==> src/hdl/djd_pkg.sv <==
// ----------------------------------------------------------------------------
// djd_pkg
// Shared types, constants and small tables for the Julian day number
// date calculator pipeline.
// ----------------------------------------------------------------------------
package djd_pkg;

  // Pipeline depth of the two halves.
  localparam int FRONT_STG = 4;
  localparam int BACK_STG  = 10;
  localparam int STAGES    = FRONT_STG + BACK_STG;

  // Validation.
  localparam logic signed [14:0] YEAR_MIN  = -15'sd4712;
  localparam logic [15:0]        YEAR_BIAS = 16'd4800;
  localparam logic [3:0]         MONTH_JAN = 4'd1;
  localparam logic [3:0]         MONTH_FEB = 4'd2;
  localparam logic [3:0]         MONTH_DEC = 4'd12;
  localparam logic [3:0]         DEF_MONTH = 4'd5;
  localparam logic [4:0]         DEF_DAY   = 5'd11;
  localparam logic [14:0]        DEF_YP    = 15'd6759;   // 1959 + 4800
  localparam logic [8:0]         DEF_ORDINAL = 9'd131;   // 11 May
  // Multiplicative inverse of 25 modulo 2**15 and the divisibility bound.
  localparam logic [14:0]        INV25     = 15'd23593;
  localparam logic [14:0]        DIV25_LIM = 15'd1310;

  // Date to day number.
  localparam logic [10:0] C_JY     = 11'd1461;
  localparam logic [23:0] JDN_BIAS = 24'd32075;

  // Day number to date.
  localparam logic [25:0] L_BIAS   = 26'd68569;
  localparam logic [25:0] L_LOW    = 26'd68607;    // day number 38 plus bias
  localparam logic [25:0] L_HIGH   = 26'd5442053;  // day number 5373484 plus bias
  localparam logic [17:0] C_CYCLE  = 18'd146097;
  localparam logic [11:0] C_I      = 12'd4000;
  localparam logic [11:0] C_MD     = 12'd2447;
  localparam logic [6:0]  C_80     = 7'd80;
  localparam logic [6:0]  C_100    = 7'd100;
  localparam logic [16:0] Y_OFS    = 17'd4900;

  // Reciprocals for division by constants: q = (x * M) >> S, exact because
  // the largest x times the divisor stays below 2**S.
  localparam int S_100 = 22;
  localparam int S_7   = 26;
  localparam int S_N   = 43;
  localparam int S_I   = 51;
  localparam int S_J   = 27;
  localparam int S_K   = 22;
  localparam logic [63:0] M_100 = ((64'd1 << S_100) + 64'd99) / 64'd100;
  localparam logic [63:0] M_7   = ((64'd1 << S_7) + 64'd6) / 64'd7;
  localparam logic [63:0] M_N   = ((64'd1 << S_N) + 64'd146096) / 64'd146097;
  localparam logic [63:0] M_I   = ((64'd1 << S_I) + 64'd1461000) / 64'd1461001;
  localparam logic [63:0] M_J   = ((64'd1 << S_J) + 64'd2446) / 64'd2447;
  localparam logic [63:0] M_K   = ((64'd1 << S_K) + 64'd79) / 64'd80;

  typedef struct packed {
    logic [3:0]  month;
    logic [4:0]  day;
    logic [14:0] yp;      // year plus 4800
    logic        leap;
    logic        ok;
  } date_t;

  typedef struct packed {
    logic [4:0]  day;
    logic [22:0] t1q;     // 1461 * year / 4
    logic [7:0]  q100;    // century count
    logic [8:0]  mterm;   // 367 * month / 12 term
  } part_t;

  typedef struct packed {
    logic [22:0] l;
    logic        oor;
    logic [22:0] diff;
    logic [8:0]  ordinal;
    logic        a_valid;
    logic [2:0]  ja_lo;
    logic [2:0]  q7_lo;
  } front_t;

  function automatic logic [4:0] month_days(logic [3:0] m, logic leap);
    logic [4:0] r;
    case (m)
      4'd1, 4'd3, 4'd5, 4'd7, 4'd8, 4'd10, 4'd12: r = 5'd31;
      4'd4, 4'd6, 4'd9, 4'd11:                    r = 5'd30;
      4'd2:                                       r = leap ? 5'd29 : 5'd28;
      default:                                    r = 5'd0;
    endcase
    return r;
  endfunction

  function automatic logic [8:0] days_before(logic [3:0] m);
    logic [8:0] r;
    case (m)
      4'd2:    r = 9'd31;
      4'd3:    r = 9'd59;
      4'd4:    r = 9'd90;
      4'd5:    r = 9'd120;
      4'd6:    r = 9'd151;
      4'd7:    r = 9'd181;
      4'd8:    r = 9'd212;
      4'd9:    r = 9'd243;
      4'd10:   r = 9'd273;
      4'd11:   r = 9'd304;
      4'd12:   r = 9'd334;
      default: r = 9'd0;
    endcase
    return r;
  endfunction

  function automatic logic [8:0] month_term(logic [3:0] m);
    logic [8:0] r;
    case (m)
      4'd1:    r = 9'd336;
      4'd2:    r = 9'd367;
      4'd3:    r = 9'd30;
      4'd4:    r = 9'd61;
      4'd5:    r = 9'd91;
      4'd6:    r = 9'd122;
      4'd7:    r = 9'd152;
      4'd8:    r = 9'd183;
      4'd9:    r = 9'd214;
      4'd10:   r = 9'd244;
      4'd11:   r = 9'd275;
      4'd12:   r = 9'd305;
      default: r = 9'd0;
    endcase
    return r;
  endfunction

  // Validates a date and substitutes 11 May 1959 when it is rejected.
  function automatic date_t check_date(logic [3:0] m, logic [4:0] d,
                                       logic signed [14:0] y);
    logic [15:0] yp16;
    logic [29:0] prod;
    logic        div25;
    logic        leap;
    logic        ok;
    date_t       r;
    yp16  = {y[14], y} + YEAR_BIAS;
    prod  = 30'(yp16[14:0]) * 30'(INV25);
    div25 = (prod[14:0] <= DIV25_LIM);
    leap  = (yp16[1:0] == 2'd0) && (!div25 || (yp16[3:0] == 4'd0));
    ok    = (m >= MONTH_JAN) && (m <= MONTH_DEC) && (d != 5'd0) &&
            (y >= YEAR_MIN) && (d <= month_days(m, leap));
    r.month = ok ? m : DEF_MONTH;
    r.day   = ok ? d : DEF_DAY;
    r.yp    = ok ? yp16[14:0] : DEF_YP;
    r.leap  = ok && leap;
    r.ok    = ok;
    return r;
  endfunction

  // Products of the day number formula; both multipliers work in parallel.
  function automatic part_t jdn_part(date_t dt);
    logic [14:0] yq;
    logic [14:0] x;
    logic [25:0] t1;
    logic [30:0] pq;
    part_t       p;
    yq      = dt.yp - ((dt.month <= MONTH_FEB) ? 15'd1 : 15'd0);
    t1      = 26'(yq) * 26'(C_JY);
    x       = yq + 15'(C_100);
    pq      = 31'(x) * 31'(M_100);
    p.day   = dt.day;
    p.t1q   = t1[24:2];
    p.q100  = pq[S_100 +: 8];
    p.mterm = month_term(dt.month);
    return p;
  endfunction

  function automatic logic [22:0] jdn_sum(part_t p);
    logic [9:0]  t3;
    logic [23:0] s;
    t3 = 10'(p.q100) * 10'd3;
    s  = 24'(p.day) + 24'(p.t1q) + 24'(p.mterm) - 24'(t3[9:2]) - JDN_BIAS;
    return s[22:0];
  endfunction

endpackage

==> src/hdl/djd_front.sv <==
// ----------------------------------------------------------------------------
// djd_front
// Validates both dates, converts them to day numbers and forms the shifted
// day number, the distance, the ordinal day and the weekday quotient.
// ----------------------------------------------------------------------------
module djd_front (
  input  logic                           clk,
  input  logic [djd_pkg::FRONT_STG-1:0]  en,
  input  logic [3:0]                     month_a,
  input  logic [4:0]                     day_a,
  input  logic signed [14:0]             year_a,
  input  logic signed [23:0]             day_offset,
  input  logic [3:0]                     month_b,
  input  logic [4:0]                     day_b,
  input  logic signed [14:0]             year_b,
  output djd_pkg::front_t                res
);
  import djd_pkg::*;

  date_t              s1_a, s1_b;
  logic signed [23:0] s1_off;
  part_t              s2_a, s2_b;
  logic [8:0]         s2_ord;
  logic               s2_valid;
  logic signed [23:0] s2_off;
  logic [22:0]        s3_ja, s3_jb;
  logic [8:0]         s3_ord;
  logic               s3_valid;
  logic signed [23:0] s3_off;

  logic signed [25:0] l_s;
  logic [46:0]        pw;

  always_ff @(posedge clk) begin
    if (en[0]) begin
      s1_a   <= check_date(month_a, day_a, year_a);
      s1_b   <= check_date(month_b, day_b, year_b);
      s1_off <= day_offset;
    end
  end

  always_ff @(posedge clk) begin
    if (en[1]) begin
      s2_a     <= jdn_part(s1_a);
      s2_b     <= jdn_part(s1_b);
      s2_ord   <= days_before(s1_a.month) + 9'(s1_a.day) +
                  9'(s1_a.leap && (s1_a.month > MONTH_FEB));
      s2_valid <= s1_a.ok;
      s2_off   <= s1_off;
    end
  end

  always_ff @(posedge clk) begin
    if (en[2]) begin
      s3_ja    <= jdn_sum(s2_a);
      s3_jb    <= jdn_sum(s2_b);
      s3_ord   <= s2_ord;
      s3_valid <= s2_valid;
      s3_off   <= s2_off;
    end
  end

  // The bias of the inverse formula is folded into the shifted day number.
  assign l_s = $signed({3'b000, s3_ja}) + $signed({{2{s3_off[23]}}, s3_off}) +
               $signed(L_BIAS);
  assign pw  = 47'(s3_ja) * 47'(M_7);

  always_ff @(posedge clk) begin
    if (en[3]) begin
      res.l       <= l_s[22:0];
      res.oor     <= (l_s < $signed(L_LOW)) || (l_s > $signed(L_HIGH));
      res.diff    <= (s3_ja > s3_jb) ? (s3_ja - s3_jb) : (s3_jb - s3_ja);
      res.ordinal <= s3_ord;
      res.a_valid <= s3_valid;
      res.ja_lo   <= s3_ja[2:0];
      res.q7_lo   <= pw[S_7 +: 3];
    end
  end

endmodule

==> src/hdl/djd_back.sv <==
// ----------------------------------------------------------------------------
// djd_back
// Converts the shifted day number back to a calendar date and carries the
// other results alongside; the last stage is the output register.
// ----------------------------------------------------------------------------
module djd_back (
  input  logic                          clk,
  input  logic [djd_pkg::BACK_STG-1:0]  en,
  input  djd_pkg::front_t               fin,
  output logic [3:0]                    shifted_month,
  output logic [4:0]                    shifted_day,
  output logic signed [14:0]            shifted_year,
  output logic                          shift_out_of_range,
  output logic [22:0]                   days_apart,
  output logic [8:0]                    ordinal_day,
  output logic [2:0]                    weekday,
  output logic                          a_was_valid
);
  import djd_pkg::*;

  typedef struct packed {
    logic        oor;
    logic [22:0] diff;
    logic [8:0]  ordinal;
    logic        a_valid;
    logic [2:0]  weekday;
  } side_t;

  side_t       sb [BACK_STG-1];

  logic [22:0] b1_l, b2_l;
  logic [7:0]  b1_n, b2_n, b3_n, b4_n, b5_n, b6_n, b7_n, b8_n, b9_n;
  logic [23:0] b2_sub;
  logic [17:0] b3_l2, b4_l2, b5_l2;
  logic [29:0] b3_n5;
  logic [8:0]  b4_i, b5_i, b6_i, b7_i, b8_i, b9_i;
  logic [17:0] b5_sub;
  logic [8:0]  b6_l3, b7_l3, b8_l3, b9_l3;
  logic [14:0] b6_n7;
  logic [3:0]  b7_j, b8_j, b9_j;
  logic [14:0] b8_p8;
  logic [8:0]  b9_q;

  logic [50:0] p1;
  logic [25:0] p2;
  logic [22:0] l2_full;
  logic [60:0] p5;
  logic [19:0] p6;
  logic [17:0] l3_full;
  logic [30:0] p7;
  logic [30:0] p9;
  logic        l4;
  logic [16:0] year_s;

  // Side results ride along; the weekday uses ja - 7q = ja + q modulo 8.
  always_ff @(posedge clk) begin
    if (en[0]) begin
      sb[0].oor     <= fin.oor;
      sb[0].diff    <= fin.diff;
      sb[0].ordinal <= fin.ordinal;
      sb[0].a_valid <= fin.a_valid;
      sb[0].weekday <= fin.ja_lo + fin.q7_lo;
    end
    for (int k = 1; k < BACK_STG - 1; k++) begin
      if (en[k]) begin
        sb[k] <= sb[k-1];
      end
    end
  end

  assign p1      = 51'({fin.l, 2'b00}) * 51'(M_N);
  assign p2      = 26'(b1_n) * 26'(C_CYCLE) + 26'd3;
  assign l2_full = b2_l - b2_sub[22:0];
  assign p5      = 61'(b3_n5) * 61'(M_I);
  assign p6      = 20'(b4_i) * 20'(C_JY);
  assign l3_full = b5_l2 - b5_sub + 18'd31;
  assign p7      = 31'(b6_n7) * 31'(M_J);
  assign p9      = 31'(b8_p8) * 31'(M_K);

  always_ff @(posedge clk) begin
    if (en[0]) begin
      b1_l <= fin.l;
      b1_n <= p1[S_N +: 8];
    end
    if (en[1]) begin
      b2_l   <= b1_l;
      b2_n   <= b1_n;
      b2_sub <= 24'(p2[25:2]);
    end
    if (en[2]) begin
      b3_l2 <= l2_full[17:0];
      b3_n5 <= 30'(l2_full[17:0] + 18'd1) * 30'(C_I);
      b3_n  <= b2_n;
    end
    if (en[3]) begin
      b4_i  <= p5[S_I +: 9];
      b4_l2 <= b3_l2;
      b4_n  <= b3_n;
    end
    if (en[4]) begin
      b5_sub <= p6[19:2];
      b5_l2  <= b4_l2;
      b5_i   <= b4_i;
      b5_n   <= b4_n;
    end
    if (en[5]) begin
      b6_l3 <= l3_full[8:0];
      b6_n7 <= 15'(l3_full[8:0]) * 15'(C_80);
      b6_i  <= b5_i;
      b6_n  <= b5_n;
    end
    if (en[6]) begin
      b7_j  <= p7[S_J +: 4];
      b7_l3 <= b6_l3;
      b7_i  <= b6_i;
      b7_n  <= b6_n;
    end
    if (en[7]) begin
      b8_p8 <= 15'(b7_j) * 15'(C_MD);
      b8_j  <= b7_j;
      b8_l3 <= b7_l3;
      b8_i  <= b7_i;
      b8_n  <= b7_n;
    end
    if (en[8]) begin
      b9_q  <= p9[S_K +: 9];
      b9_j  <= b8_j;
      b9_l3 <= b8_l3;
      b9_i  <= b8_i;
      b9_n  <= b8_n;
    end
  end

  // January and February count as months 11 and 12 of the previous year.
  assign l4     = (b9_j >= 4'd11);
  assign year_s = 17'(b9_n) * 17'(C_100) - Y_OFS + 17'(b9_i) + 17'(l4);

  always_ff @(posedge clk) begin
    if (en[9]) begin
      shift_out_of_range <= sb[BACK_STG-2].oor;
      days_apart         <= sb[BACK_STG-2].diff;
      ordinal_day        <= sb[BACK_STG-2].ordinal;
      a_was_valid        <= sb[BACK_STG-2].a_valid;
      weekday            <= sb[BACK_STG-2].weekday;
      if (sb[BACK_STG-2].oor) begin
        shifted_month <= 4'd0;
        shifted_day   <= 5'd0;
        shifted_year  <= 15'sd0;
      end else begin
        shifted_month <= b9_j + 4'd2 - (l4 ? 4'd12 : 4'd0);
        shifted_day   <= 5'(b9_l3 - b9_q);
        shifted_year  <= $signed(year_s[14:0]);
      end
    end
  end

endmodule

==> src/hdl/date_julian_day_calculator.sv <==
// ----------------------------------------------------------------------------
// date_julian_day_calculator
// Gregorian date arithmetic on Julian day numbers: date plus offset,
// distance between two dates, day of year and weekday.
// ----------------------------------------------------------------------------
// Usage:
//   The input channel (in_valid / in_ready) takes one word holding date A,
//   a signed day offset and date B. Each word yields exactly one output word
//   on the output channel (out_valid / out_ready), in order.
//   Invalid dates are replaced by 11 May 1959; a_was_valid reports it for A.
//   When A plus the offset leaves 1 Jan -4712 .. 31 Dec 9999 the shifted
//   date reads as zero and shift_out_of_range is set.
//   The pipeline has 14 register stages; out_valid is the valid bit of the
//   last one. Throughput is one word per cycle as long as the receiver
//   takes words. The depth is set by the chain of constant divisions, each
//   a reciprocal multiply followed by a register.
//   Every stage has its own valid bit and holds when the stage after it is
//   full and blocked, so a stalled receiver fills empty stages first and
//   in_ready drops only when all 14 stages hold words.
//   Reset (rst, synchronous) empties the pipeline; no data is cleared.
// ----------------------------------------------------------------------------
module date_julian_day_calculator (
  input  logic               clk,
  input  logic               rst,
  input  logic               in_valid,
  output logic               in_ready,
  input  logic [3:0]         month_a,
  input  logic [4:0]         day_a,
  input  logic signed [14:0] year_a,
  input  logic signed [23:0] day_offset,
  input  logic [3:0]         month_b,
  input  logic [4:0]         day_b,
  input  logic signed [14:0] year_b,
  output logic               out_valid,
  input  logic               out_ready,
  output logic [3:0]         shifted_month,
  output logic [4:0]         shifted_day,
  output logic signed [14:0] shifted_year,
  output logic               shift_out_of_range,
  output logic [22:0]        days_apart,
  output logic [8:0]         ordinal_day,
  output logic [2:0]         weekday,
  output logic               a_was_valid
);
  import djd_pkg::*;

  logic [STAGES-1:0] vld;
  logic [STAGES-1:0] en;
  front_t            mid;

  // A stage may load when it or any stage after it is empty, or when the
  // receiver takes the output word.
  for (genvar g = 0; g < STAGES; g++) begin : g_en
    assign en[g] = out_ready || !(&vld[STAGES-1:g]);
  end

  assign in_ready  = en[0];
  assign out_valid = vld[STAGES-1];

  always_ff @(posedge clk) begin
    if (rst) begin
      vld <= '0;
    end else begin
      if (en[0]) begin
        vld[0] <= in_valid;
      end
      for (int k = 1; k < STAGES; k++) begin
        if (en[k]) begin
          vld[k] <= vld[k-1];
        end
      end
    end
  end

  djd_front u_front (
    .clk        (clk),
    .en         (en[FRONT_STG-1:0]),
    .month_a    (month_a),
    .day_a      (day_a),
    .year_a     (year_a),
    .day_offset (day_offset),
    .month_b    (month_b),
    .day_b      (day_b),
    .year_b     (year_b),
    .res        (mid)
  );

  djd_back u_back (
    .clk                (clk),
    .en                 (en[STAGES-1:FRONT_STG]),
    .fin                (mid),
    .shifted_month      (shifted_month),
    .shifted_day        (shifted_day),
    .shifted_year       (shifted_year),
    .shift_out_of_range (shift_out_of_range),
    .days_apart         (days_apart),
    .ordinal_day        (ordinal_day),
    .weekday            (weekday),
    .a_was_valid        (a_was_valid)
  );

  // Back pressure reaches the input only once every stage is occupied.
  a_full_before_stall: assert property (@(posedge clk) disable iff (rst)
    !in_ready |-> (&vld))
    else $error("input stalled while the pipeline has an empty stage");

  a_oor_zero: assert property (@(posedge clk) disable iff (rst)
    (out_valid && shift_out_of_range) |->
      (shifted_month == 4'd0 && shifted_day == 5'd0 && shifted_year == 15'sd0))
    else $error("shifted date not cleared when out of range");

  a_shift_date: assert property (@(posedge clk) disable iff (rst)
    (out_valid && !shift_out_of_range) |->
      (shifted_month >= 4'd1 && shifted_month <= 4'd12 && shifted_day != 5'd0))
    else $error("shifted date malformed");

  a_calendar: assert property (@(posedge clk) disable iff (rst)
    out_valid |-> (weekday <= 3'd6 && ordinal_day != 9'd0 && ordinal_day <= 9'd366))
    else $error("weekday or ordinal day out of range");

  a_default_date: assert property (@(posedge clk) disable iff (rst)
    (out_valid && !a_was_valid) |-> (ordinal_day == DEF_ORDINAL))
    else $error("rejected date A not replaced by the default date");

endmodule
==> config.mk <==
export PLATFORM = sky130hd
export DESIGN_NAME = date_julian_day_calculator
export DESIGN_NICKNAME = d
export VERILOG_FILES = /design/src/hdl/djd_pkg.sv /design/src/hdl/djd_front.sv /design/src/hdl/djd_back.sv /design/src/hdl/date_julian_day_calculator.sv
export SDC_FILE = /design/constraint.sdc
export NUM_CORES = 2
export LEC_CHECK = 0
export BUFFER_PORTS_ARGS = -buffer_cell sky130_fd_sc_hd__buf_2
export CORE_UTILIZATION = 25
export CTS_CLUSTER_SIZE = 16
export DETAILED_ROUTE_END_ITERATION = 7
export GPL_ROUTABILITY_DRIVEN = 0
export RECOVER_POWER = 50
export SLEW_MARGIN = 40
export SYNTH_ARGS = -nofsm -noshare
export SYNTH_HDL_FRONTEND = slang
export SYNTH_SLANG_ARGS = --single-unit
==> constraint.sdc <==
create_clock -name clk -period 12.8 [get_ports clk]
set_clock_uncertainty 0.1 [all_clocks]
set_input_delay 0.64 -clock clk [delete_from_list [all_inputs] [get_ports clk]]
set_output_delay 0.64 -clock clk [all_outputs]
set_load 0.005 [all_outputs]
==> out/summary.txt <==
status = complete, but fails checks
failing checks = max-capacitance violations, max-slew violations
crit-path leading delay family = adder cells
Unique masters post-synth = 98
maximum buffer depth of the clock tree = 3
root buf cell = clkbuf_16
Avg WL per Cell = 15.1 um
leading cell type in the layout, fill and taps excluded = inv_1
period utilisation layout = 75.1%
R2R Setup Slk = 3180 ps
die area = 392,000 um^2
Max Cap Viol = 6
First DRT Iteration DRCs = 2,604
largest stage delay on the critical path = 560 ps
sum of buffers and inverters on the critical path = 6
syn nets = 11,000
Post-synth EDFFs = 1,036
io pins = 139
RSZ-0062 raised after global routing = no
Fin Hold WS = 81.1 ps
Die X = 626 um
most frequent CP cell = inv_1
CP Launch Type = flip-flop
Cells on Worst Hold Path = 2
CTS buffer count = 114
port bufs = 138
DR vias = 55,800
largest net degree at the start of global routing = 81
Final Hold Vio Count = 0
area leader, netlist = edfxtp_1
crit-path max FO = 7
HP Class = in -> reg
CTS Hold Bufs = 7
Total Wirelength = 206,000 um
Worst EP required = 13,170 ps
Worst-path clk slew = 60 ps
crit end category = flip-flop
PostCTS Resize Cnt = 0
Cells after Synth = 8,132
worst-margin pin slew = 4580 ps
Synth area leaders = edfxtp_1, fa_1, ha_1, inv_1, xnor2_1
Final Setup Violations = 0
WHS Endpoint = u_front.s1_b[20]$_SDFFCE_PN1N_
Top FF cell, synth = edfxtp_1
Initial Util = 25.2%
Routed Antenna Nets = 0
fillers = 39,900
gr ovfl total = 0
Post-CTS Repair Setup Buffers = 0
diodes inserted = 0
H-tree depth = 3
Crit Path Category = reg -> reg
area delta synth->final = 11.5%
worst hold start = day_b[3]
CTS tree = built
Max Freq = 104 MHz
Post-Syn Area = 97,400 um^2
GRT Util Overall = 10.6%
sequential fraction of the synthesis area = 32.4%
TNS Setup = 0 ps
Slew HR = -205%
synthesized flop and latch total = 1,059
Slowest cell on crit path = xnor2_1
Cell Area, Placed = 105,000 um^2
FP Rows = 228
end of the worst register-to-register path = u_front.s2_a[16]$_DFFE_PP_
initial antenna violation count = 4
r2r startpoint = u_front.s1_a[22]$_SDFFCE_PP1N_
vias in the first global route = 59,300
Die Ht = 626 um
CTS sink count = 1,059
fraction of layout cells with a size suffix above 1 = 4.15%
total iterations of the first detailed-routing run = 5
core area = 387,000 um^2
Final Cell Area = 109,000 um^2
asr flop ratio synth = 0%
share of the synthesized area in the top cell type = 31.9%
Critical Path AT = 9990 ps
Vias/cell = 4.08
DRC = 0
Nets = 11,300
commonest non-fill, non-tap cells in the layout = inv_1, ha_1, fa_1
Layout Utilization = 28.1%
Clock Latency Late Sink = 740 ps
R2R depth = 31
post-DP HPWL = 174,000 um
pins over their slew limit = 320
post-synthesis area per instance = 12.0 um^2
Synth Warn # = 0
post-layout min period = 9620 ps
first-pass GRT wire length = 328,000 um
==> routing by layer <==
metal | vias up | wire, um | track usage, %
met5 | - | 0 | 0
met3 | 234 | 6610 | 1.20
met4 | 0 | 4860 | 2.53
met2 | 748 | 104000 | 19.2
li1 | 27300 | - | -
met1 | 27400 | 89800 | 13.4
==> cell usage after synthesis (47+ instances only) <==
cell type	count
a21o_1	140
a21oi_1	255
edfxtp_1	1036
fa_1	1141
ha_1	1664
inv_1	2005
nand2_1	175
nand2b_1	47
nand3_1	78
nor2_1	211
nor2b_1	57
nor3_1	88
o21ai_0	162
o21bai_1	48
xnor2_1	326
xor2_1	134
==> metrics by stage <==
step           worst slack, ps  instances
3_5_place_dp              3150      13400
2_1_floorplan             4450       8132
4_1_cts                   3090      13700
6_report                  3180      13700
3_3_place_gp              3250      13400
5_1_grt                   2300      13700
==> worst reg2reg max path, delay by kind of cell, from the launching register on <==
family	cells	cell delay, ps
buf+inv	6	590
xor+xnor	3	1250
flops	1	420
compound gates	8	2450
fa+ha+maj	9	3310
simple gates	5	1250
==> area by class of cell <==
type | count | area, um^2 | share of cell area (%)
Sequential cell | 1059 | 31600 | 29.1
Timing Repair Buffer | 169 | 897 | 0.826
Clock inverter | 83 | 983 | 0.905
Tap cell | 5175 | 6470 | 5.96
Clock buffer | 130 | 2930 | 2.70
Multi-Input combinational cell | 5033 | 58200 | 53.6
Inverter | 2005 | 7530 | 6.94
==> logic make-up after synthesis <==
group	after synthesis	synth area share (%)
adder cells (fa/ha/maj)	2805	44.8
buffers and inverters	2040	7.90
flip-flops	1059	32.4
AO/OA/AOI/OAI	874	5.89
AND/OR/NAND/NOR	867	4.50
XOR/XNOR	464	4.21
multiplexers	23	0.239
==> worst max path at each step <==
stage                                               from                          to  slack (ps)  cells after the start
after floorplan           u_front.s1_a[22]$_SDFFCE_PP1N_  u_front.s2_a[16]$_DFFE_PP_        4450                     31
after global placement    u_front.s1_a[22]$_SDFFCE_PP1N_  u_front.s2_a[16]$_DFFE_PP_        3250                     31
after detailed placement  u_front.s1_a[22]$_SDFFCE_PP1N_  u_front.s2_a[16]$_DFFE_PP_        3150                     31
after CTS                 u_front.s1_a[22]$_SDFFCE_PP1N_  u_front.s2_a[16]$_DFFE_PP_        3090                     31
after global routing      u_front.s1_a[22]$_SDFFCE_PP1N_  u_front.s2_a[16]$_DFFE_PP_        2300                     31
final                     u_front.s1_a[22]$_SDFFCE_PP1N_  u_front.s2_a[16]$_DFFE_PP_        3180                     31
==> flip-flops by register name (all words and copies together) (netlist names), 14 cells and up, named ones only <==
name                 count
u_front.s2_b            45
u_front.res             63
u_back.b3_n5            25
u_back.days_apart       23
u_front.s1_a            26
u_back.shifted_year     15
u_front.s3_jb           23
u_front.s3_off          24
u_front.s2_off          24
u_back.b1_l             18
u_front.s2_a            45
u_back.sb              333
vld                     14
u_back.b2_l             18
u_back.b8_p8            15
u_front.s1_off          24
u_back.b2_sub           18
u_front.s1_b            24
u_front.s3_ja           23
Power is left out: the tool's default activity adds up to more than one toggle a clock period on the data nets, which glitch-free logic cannot reach.
